File: src/design/mavg_pkg.sv
`timescale 1ns / 1ps
// ----------------------------------------------------------------------------
// mavg_pkg: shared constants for the moving average filter
// field widths, register map and parameter defaults
// ----------------------------------------------------------------------------
package mavg_pkg;

	// field widths
	localparam int SAMPLE_W = 32;
	localparam int WIN_W    = 7;

	// parameter defaults and reset values
	localparam int MAX_WINDOW_DEF = 64;
	localparam int WINDOW_RESET   = 16;

	// register map: one 32-bit register per word
	localparam int DATA_W    = 32;
	localparam int REG_IDX_W = 1;
	localparam int ADDR_W    = REG_IDX_W + 2;

	localparam logic [REG_IDX_W-1:0] REG_WINDOW = '0;

endpackage

File: src/design/mavg_ram.sv
`timescale 1ns / 1ps
// ----------------------------------------------------------------------------
// mavg_ram: generic single-port-write, single-port-read ram
// one write and one registered read per cycle
// ----------------------------------------------------------------------------
module mavg_ram #(
	parameter int WIDTH = 32,
	parameter int DEPTH = 64
) (
	input  logic                     clk,
	input  logic                     we,
	input  logic [$clog2(DEPTH)-1:0] waddr,
	input  logic [WIDTH-1:0]         wdata,
	input  logic                     re,
	input  logic [$clog2(DEPTH)-1:0] raddr,
	output logic [WIDTH-1:0]         rdata
);

	logic [WIDTH-1:0] mem_q [DEPTH];
	logic [WIDTH-1:0] rdata_q;

	always_ff @(posedge clk) begin
		if (we) begin
			mem_q[waddr] <= wdata;
		end
		if (re) begin
			rdata_q <= mem_q[raddr];
		end
	end

	assign rdata = rdata_q;

endmodule

File: src/design/mavg_div.sv
`timescale 1ns / 1ps
// ----------------------------------------------------------------------------
// mavg_div: bit-serial signed divider
// restoring division of a signed running sum by an unsigned count,
// one quotient bit per cycle, truncating toward zero
// ----------------------------------------------------------------------------
module mavg_div #(
	parameter int SUM_W = 38
) (
	input  logic                              clk,
	input  logic                              arst_n,
	input  logic                              start,
	input  logic signed [SUM_W-1:0]           dividend,
	input  logic [mavg_pkg::WIN_W-1:0]        divisor,
	output logic                              done,
	output logic [mavg_pkg::SAMPLE_W-1:0]     quotient
);

	import mavg_pkg::*;

	localparam int CNT_W = $clog2(SUM_W);

	typedef enum logic [1:0] {
		DV_IDLE,
		DV_ABS,
		DV_RUN,
		DV_FIX
	} dv_state_t;

	dv_state_t           state_q;
	logic [SUM_W-1:0]    num_q;
	logic [WIN_W-1:0]    den_q;
	logic [WIN_W-1:0]    rem_q;
	logic                neg_q;
	logic [CNT_W-1:0]    cnt_q;
	logic                done_q;
	logic [SAMPLE_W-1:0] quot_q;

	logic [WIN_W:0]      trial;
	logic [WIN_W:0]      diff;
	logic                qbit;

	// one trial subtract of the divisor from the shifted remainder
	always_comb begin
		trial = {rem_q, num_q[SUM_W-1]};
		diff  = trial - {1'b0, den_q};
		qbit  = (trial >= {1'b0, den_q});
	end

	always_ff @(posedge clk or negedge arst_n) begin
		if (!arst_n) begin
			state_q <= DV_IDLE;
			done_q  <= 1'b0;
		end else begin
			done_q <= 1'b0;
			case (state_q)
				DV_IDLE: begin
					if (start) begin
						num_q   <= dividend;
						den_q   <= divisor;
						neg_q   <= dividend[SUM_W-1];
						state_q <= DV_ABS;
					end
				end
				DV_ABS: begin
					// magnitude of the sum, most negative value fits unsigned
					num_q   <= neg_q ? (~num_q + SUM_W'(1)) : num_q;
					rem_q   <= '0;
					cnt_q   <= '0;
					state_q <= DV_RUN;
				end
				DV_RUN: begin
					rem_q <= qbit ? diff[WIN_W-1:0] : trial[WIN_W-1:0];
					num_q <= {num_q[SUM_W-2:0], qbit};
					cnt_q <= cnt_q + CNT_W'(1);
					if (cnt_q == CNT_W'(SUM_W - 1)) begin
						state_q <= DV_FIX;
					end
				end
				DV_FIX: begin
					quot_q  <= neg_q ? (~num_q[SAMPLE_W-1:0] + SAMPLE_W'(1))
					                 : num_q[SAMPLE_W-1:0];
					done_q  <= 1'b1;
					state_q <= DV_IDLE;
				end
				default: begin
					state_q <= DV_IDLE;
				end
			endcase
		end
	end

	assign done     = done_q;
	assign quotient = quot_q;

endmodule

File: src/design/moving_average_filter_top.sv
`timescale 1ns / 1ps
// ----------------------------------------------------------------------------
// moving_average_filter_top: running-sum moving average
// mean of the most recent signed samples over a configurable window,
// ring store for old samples, bit-serial divider for the mean
// ----------------------------------------------------------------------------
//  channel   direction  handshake              payload
//  -------   ---------  ---------------------  ---------------------------------
//  input     in         in_valid / in_stall    sample (32b signed)
//  output    out        out_valid / out_stall  average (32b signed),
//                                              samples_held (7b)
//  config    in         apb write, pready=1    window_length at byte addr 0
//
//  an item passes the states sub, add, div and out from acceptance to result;
//  the bit-serial divider runs in div, and out waits until the output is free
//  the next item is taken in the cycle after the result is loaded, so no new
//  item is taken before the last one is through
//  a result waiting in the output register does not hold back the next item
//  reset (window 16) and any window_length write clear count, pointer and sum
// ----------------------------------------------------------------------------
module moving_average_filter_top #(
	parameter int MAX_WINDOW = mavg_pkg::MAX_WINDOW_DEF
) (
	input  logic                                 clk,
	input  logic                                 arst_n,

	// configuration port
	input  logic                                 psel,
	input  logic                                 penable,
	input  logic                                 pwrite,
	input  logic [mavg_pkg::ADDR_W-1:0]          paddr,
	input  logic [mavg_pkg::DATA_W-1:0]          pwdata,
	output logic [mavg_pkg::DATA_W-1:0]          prdata,
	output logic                                 pready,

	// input items
	input  logic                                 in_valid,
	output logic                                 in_stall,
	input  logic signed [mavg_pkg::SAMPLE_W-1:0] sample,

	// result items
	output logic                                 out_valid,
	input  logic                                 out_stall,
	output logic signed [mavg_pkg::SAMPLE_W-1:0] average,
	output logic [mavg_pkg::WIN_W-1:0]           samples_held
);

	import mavg_pkg::*;

	// the register field is 7 bits, so the usable window never exceeds 127
	localparam int WMAX   = (MAX_WINDOW < 127) ? MAX_WINDOW : 127;
	localparam int WRST   = (WINDOW_RESET < WMAX) ? WINDOW_RESET : WMAX;
	localparam int SUM_W  = SAMPLE_W + $clog2(WMAX);
	localparam int PTR_W  = $clog2(MAX_WINDOW);
	localparam int CMP_W  = ((PTR_W > WIN_W) ? PTR_W : WIN_W) + 1;

	localparam logic [WIN_W-1:0] WMAX_V = WIN_W'(WMAX);
	localparam logic [WIN_W-1:0] WRST_V = WIN_W'(WRST);

	typedef enum logic [2:0] {
		ST_IDLE,
		ST_SUB,
		ST_ADD,
		ST_DIV,
		ST_OUT
	} state_t;

	state_t                     state_q;
	logic [WIN_W-1:0]           window_q;
	logic [WIN_W-1:0]           fill_q;
	logic [PTR_W-1:0]           wp_q;
	logic [PTR_W-1:0]           ptr_q;
	logic                       full_q;
	logic signed [SUM_W-1:0]    sum_q;
	logic signed [SAMPLE_W-1:0] sample_q;
	logic                       out_valid_q;
	logic signed [SAMPLE_W-1:0] average_q;
	logic [WIN_W-1:0]           held_q;

	logic                       cfg_wr;
	logic [WIN_W-1:0]           cfg_val;
	logic [WIN_W-1:0]           cfg_win;
	logic                       accept;
	logic [PTR_W-1:0]           ptr_eff;
	logic [PTR_W-1:0]           ptr_next;
	logic                       full;
	logic [SAMPLE_W-1:0]        old_sample;
	logic signed [SUM_W-1:0]    sum_add;
	logic                       div_start;
	logic                       div_done;
	logic [SAMPLE_W-1:0]        div_quot;
	logic                       out_free;

	// apb: always ready, window_length is the only register
	assign pready  = 1'b1;
	assign cfg_wr  = psel && penable && pwrite && pready
	                 && (paddr[ADDR_W-1:2] == REG_WINDOW);
	assign cfg_val = pwdata[WIN_W-1:0];

	// zero means a window of one, too large saturates
	always_comb begin
		if (cfg_val == '0) begin
			cfg_win = WIN_W'(1);
		end else if (cfg_val > WMAX_V) begin
			cfg_win = WMAX_V;
		end else begin
			cfg_win = cfg_val;
		end
	end

	assign prdata = (paddr[ADDR_W-1:2] == REG_WINDOW) ? DATA_W'(window_q) : '0;

	// one item at a time; the output register parts the result from the next item
	assign in_stall = (state_q != ST_IDLE);
	assign accept   = in_valid && !in_stall;

	// pointer for this item, with its wrap past the window end
	always_comb begin
		if (CMP_W'(wp_q) >= CMP_W'(window_q)) begin
			ptr_eff = '0;
		end else begin
			ptr_eff = wp_q;
		end
		if (CMP_W'(ptr_eff) + CMP_W'(1) >= CMP_W'(window_q)) begin
			ptr_next = '0;
		end else begin
			ptr_next = ptr_eff + PTR_W'(1);
		end
	end

	assign full = (fill_q >= window_q);

	// sum plus the new sample, feeds both the sum register and the divider
	assign sum_add   = sum_q + {{(SUM_W - SAMPLE_W){sample_q[SAMPLE_W-1]}}, sample_q};
	assign div_start = (state_q == ST_ADD);

	assign out_free = !out_valid_q || !out_stall;

	// ring of past samples: read the oldest on accept, overwrite it in the next cycle
	mavg_ram #(
		.WIDTH (SAMPLE_W),
		.DEPTH (MAX_WINDOW)
	) u_ring (
		.clk   (clk),
		.we    (state_q == ST_SUB),
		.waddr (ptr_q),
		.wdata (sample_q),
		.re    (accept),
		.raddr (ptr_eff),
		.rdata (old_sample)
	);

	mavg_div #(
		.SUM_W (SUM_W)
	) u_div (
		.clk      (clk),
		.arst_n   (arst_n),
		.start    (div_start),
		.dividend (sum_add),
		.divisor  (fill_q),
		.done     (div_done),
		.quotient (div_quot)
	);

	always_ff @(posedge clk or negedge arst_n) begin
		if (!arst_n) begin
			state_q     <= ST_IDLE;
			window_q    <= WRST_V;
			fill_q      <= '0;
			wp_q        <= '0;
			sum_q       <= '0;
			out_valid_q <= 1'b0;
		end else begin
			// result leaves when the far side takes it
			if (out_valid_q && !out_stall) begin
				out_valid_q <= 1'b0;
			end

			// config writes must come only while idle; the block itself does not enforce it
			if (cfg_wr) begin
				window_q <= cfg_win;
				fill_q   <= '0;
				wp_q     <= '0;
				sum_q    <= '0;
			end

			case (state_q)
				ST_IDLE: begin
					if (accept) begin
						sample_q <= sample;
						ptr_q    <= ptr_eff;
						full_q   <= full;
						fill_q   <= full ? window_q : (fill_q + WIN_W'(1));
						wp_q     <= ptr_next;
						state_q  <= ST_SUB;
					end
				end
				ST_SUB: begin
					// drop the oldest sample once the window is full
					if (full_q) begin
						sum_q <= sum_q
						         - {{(SUM_W - SAMPLE_W){old_sample[SAMPLE_W-1]}}, old_sample};
					end
					state_q <= ST_ADD;
				end
				ST_ADD: begin
					sum_q   <= sum_add;
					state_q <= ST_DIV;
				end
				ST_DIV: begin
					if (div_done) begin
						state_q <= ST_OUT;
					end
				end
				ST_OUT: begin
					if (out_free) begin
						average_q   <= div_quot;
						held_q      <= fill_q;
						out_valid_q <= 1'b1;
						state_q     <= ST_IDLE;
					end
				end
				default: begin
					state_q <= ST_IDLE;
				end
			endcase
		end
	end

	assign out_valid    = out_valid_q;
	assign average      = average_q;
	assign samples_held = held_q;

endmodule
File: config.mk
export PLATFORM = sky130hd
export DESIGN_NAME = moving_average_filter_top
export DESIGN_NICKNAME = d
export VERILOG_FILES = /design/src/design/mavg_pkg.sv /design/src/design/mavg_ram.sv /design/src/design/mavg_div.sv /design/src/design/moving_average_filter_top.sv
export SDC_FILE = /design/constraint.sdc
export NUM_CORES = 2
export LEC_CHECK = 0
export BUFFER_PORTS_ARGS = -buffer_cell sky130_fd_sc_hd__buf_4
export CAP_MARGIN = 10
export CORE_MARGIN = 2
export CORE_UTILIZATION = 40
export DETAILED_ROUTE_END_ITERATION = 7
export HOLD_SLACK_MARGIN = 0.05
export SETUP_SLACK_MARGIN = 0.1
export SYNTH_ARGS = -nofsm -noshare
export SYNTH_HDL_FRONTEND = slang
export SYNTH_SLANG_ARGS = --single-unit
File: constraint.sdc
create_clock -name clk -period 12.5 [get_ports clk]
set_clock_uncertainty 0.15 [all_clocks]
set_input_delay 1.875 -clock clk [delete_from_list [all_inputs] [get_ports clk]]
set_output_delay 1.875 -clock clk [all_outputs]
set_load 0.03 [all_outputs]
==> impl_metrics.json <==
{
  "cts_hold_buf": 0,
  "ios": 148,
  "whs_ns": 0.215,
  "htree_levels": 4,
  "dp_hpwl_mm": 159,
  "root_buffer": "clkbuf_16",
  "slowest_delay_ns": 1.12,
  "clk_pin_slew_worst_paths_ns": 0.06,
  "antenna_left": 0,
  "hold_viol_final": 0,
  "min-delay-start": "u_div.quotient[28]",
  "r2r-start": "wp_q[0]",
  "rsz0062_at_grt": "false",
  "synthCells": 6543,
  "dr.pass1.iters": 6,
  "ys_seq_elements": 2314,
  "power.total_mw": 20.2,
  "synth_common_cells": "2249 x edfxtp_1, 490 x nand2_1, 414 x nor2_1",
  "clockBufferDepth": 3,
  "end_kind": "flip-flop",
  "path_cells": "inv_4, ha_1, nand2b_1, a211oi_2, o21bai_1, a21oi_4, buf_4, buf_4, nand2_1, nor2_1, nand2_2, buf_4, o31ai_1, or4_1",
  "maxCapViolations": 0,
  "r2r_end": "u_ring.rdata[0]",
  "timing.final.ws_setup_ns": 5.93,
  "worst-path-buf-inv": 4,
  "syn_area_sq_um": 98300,
  "criticalPathCategory": "flip-flop to flip-flop",
  "setup-tns-final_ns": 0,
  "die_h_microns": 500,
  "fill_cells": 21138,
  "grt-ovfl-total": 0,
  "final-max-slew-violation-count": 0,
  "crit_slowest_cell": "o31ai_1",
  "crit_arrival_ns": 7.17,
  "row_count": 182,
  "grt_max_degree": 188,
  "critPathTopFamily": "buffers and inverters",
  "period_minus_slack_ns": 6.57,
  "max_slew_margin_pct": 10.7,
  "die_w_microns": 500,
  "yosysSeqAreaShare_pct": 70.3,
  "layout-drive-gt1-share_pct": 16.0,
  "fp.coreArea_sq_um": 245000,
  "synth-edff-count": 2249,
  "clkSinkCount": 2314,
  "antenna_found_initial": 33,
  "leakagePower_nw": 35.4,
  "hold_path.class": "flip-flop to flip-flop",
  "yosysMostFrequentCell": "edfxtp_1",
  "drc": 0,
  "clk_latency_ns": 0.88,
  "start_util_pct": 40.1,
  "drt_iter0_drc": 8029,
  "post_cts_buffers": 0,
  "grt_pass1_vias": 57423,
  "async_flop_share_pct": 2.81,
  "cp_data_required_time_ns": 13.10,
  "num_vias": 59303,
  "synth_cell_type_count": 89,
  "post-route-period-util_pct": 52.6,
  "wl_per_cell_microns": 27.9,
  "numCtsBuffers": 225,
  "path_common_cell": "buf_4",
  "post-place-ws_ns": 5.95,
  "yosys.area.top_type_share_pct": 68.7,
  "syn_area_per_cell_sq_um": 15.0,
  "r2r_slack_ns": 5.93,
  "synthTopCellsByArea": "edfxtp_1 69%, mux4_2 4.4%, nand2_1 1.9%, mux2_2 1.8%, dfrtp_1 1.6%",
  "area_growth_pct": 12.7,
  "track_usage_pct": 22.0,
  "ys_warn_count": 0,
  "setup_viol": 0,
  "nets": 6834,
  "whs_endpoint": "average[28]",
  "gp_congestion": 0.869,
  "startpoint_type": "flip-flop",
  "via_per_inst": 5.89,
  "rr_worst_depth": 14,
  "path_max_fanout": 45,
  "fmax_ghz": 0.152,
  "synth-main-ff-cell": "edfxtp_1",
  "tightest_slew_ns": 1.33,
  "numPortBuffers": 94,
  "fp.dieArea_sq_um": 250000,
  "outcome": "completed",
  "cts_tree": "built",
  "grt_pass1_wl_mm": 400,
  "p_per_area_nw_per_um2": 182,
  "wl_mm": 281,
  "ir_drop_v": 0.000139,
  "min_path_cells": 0,
  "cts_resized": 0,
  "synth_area_leader_cell": "edfxtp_1"
}
[worst reg2reg max path, cell delays in order, from the launching register on]
cell and delay (ns):
dfrtp_4 0.86, inv_4 0.43, ha_1 0.41, nand2b_1 0.16, a211oi_2 0.21, o21bai_1 0.17, a21oi_4 0.14, buf_4 0.45
buf_4 0.58, nand2_1 0.34, nor2_1 0.25, nand2_2 0.44, buf_4 0.48, o31ai_1 1.13, or4_1 0.24
[registers in the layout (all words and copies together) (netlist names), 2 cells and up]
register	flops
u_ring.mem_q	2048
sum_q	38
u_div.num_q	38
average	32
sample_q	32
u_div.quotient	32
u_ring.rdata	32
fill_q	7
samples_held	7
u_div.den_q	7
u_div.rem_q	7
window_q	7
ptr_q	6
u_div.cnt_q	6
wp_q	6
state_q	3
u_div.state_q	2
[per-stage QoR]
step,util (%),cells,cell area [sq um]
4_1_cts,45.2,10053,111000
6_report,45.2,10074,111000
5_1_grt,45.2,10062,111000
3_5_place_dp,42.3,9639,104000
2_1_floorplan,-,6567,98400
3_3_place_gp,42.3,9639,104000
[placed cells by master (no fill, tap or decap), drive strengths merged, types with 22 or more instances in the layout]
cell | netlist | final
edfxtp | 2249 | 2249
nand2 | 491 | 491
nor2 | 414 | 414
a21oi | 316 | 316
buf | 119 | 311
clkbuf | 339 | 283
o21ai | 241 | 241
o22ai | 195 | 195
mux4 | 193 | 193
nand2b | 158 | 158
mux2 | 158 | 158
mux2i | 142 | 142
inv | 116 | 120
a211oi | 112 | 112
ha | 110 | 110
o211ai | 108 | 108
clkinv | 1 | 102
o221ai | 99 | 99
nor2b | 97 | 97
a2bb2oi | 95 | 95
xnor2 | 74 | 74
dfrtp | 64 | 64
a31oi | 59 | 59
xor2 | 49 | 49
a21o | 47 | 47
nand4 | 45 | 45
nand3 | 43 | 43
o31ai | 42 | 42
nor3 | 37 | 37
or4 | 36 | 36
o311ai | 34 | 34
o22a | 33 | 33
conb | 2 | 26
or3 | 22 | 22
[worst max-delay path by stage]
stage | start | end | slack, ns | cells past startpoint
after detailed placement | wp_q[0] | u_ring.rdata[31] | 5.95 | 14
after floorplan | arst_n | u_div.num_q[0] | 3.80 | 2
after global placement | wp_q[0] | u_ring.rdata[8] | 6.04 | 14
after global routing | wp_q[0] | u_ring.rdata[7] | 5.67 | 14
after CTS | wp_q[0] | u_ring.rdata[31] | 5.92 | 14
final | wp_q[0] | u_ring.rdata[0] | 5.93 | 14
[routing by layer]
layer | up-vias | wire (microns) | GRT usage, %
li1 | 25818 | - | -
met1 | 30275 | 116000 | 30.3
met2 | 2807 | 129000 | 34.7
met3 | 401 | 27300 | 4.73
met4 | 2 | 9040 | 7.39
met5 | - | 13 | 0
[where the power goes]
group	total, mW	switching [mW]	internal (mW)
combinational	4.43	2.69	1.74
clock	6.64	2.95	3.69
sequential	9.09	0.286	8.81
total	20.2	5.93	14.2
[layout make-up]
cell class                      instances  area, sq um  area share (%)
Antenna cell                           20         50.0          0.0452
Clock buffer                          283         5900            5.32
Clock inverter                        131         1230            1.11
Inverter                              117          442           0.399
Multi-Input combinational cell       3678        27500            24.8
Sequential cell                      2314        69200            62.4
Tap cell                             3220         4030            3.64
Timing Repair Buffer                  311         2460            2.22
[cell families after synthesis]
group | after synthesis | share of synthesized area [%]
other | 2 | 0.00764
xor gates and xnor gates | 123 | 1.10
AOI/OAI and AO/OA | 1507 | 10.2
muxes | 493 | 7.67
adders and majority gates | 113 | 1.46
buffers and inverters | 575 | 2.41
DFF | 2314 | 70.3
and+or+nand+nor | 1416 | 6.79
Power figures use the tool's default switching activity.
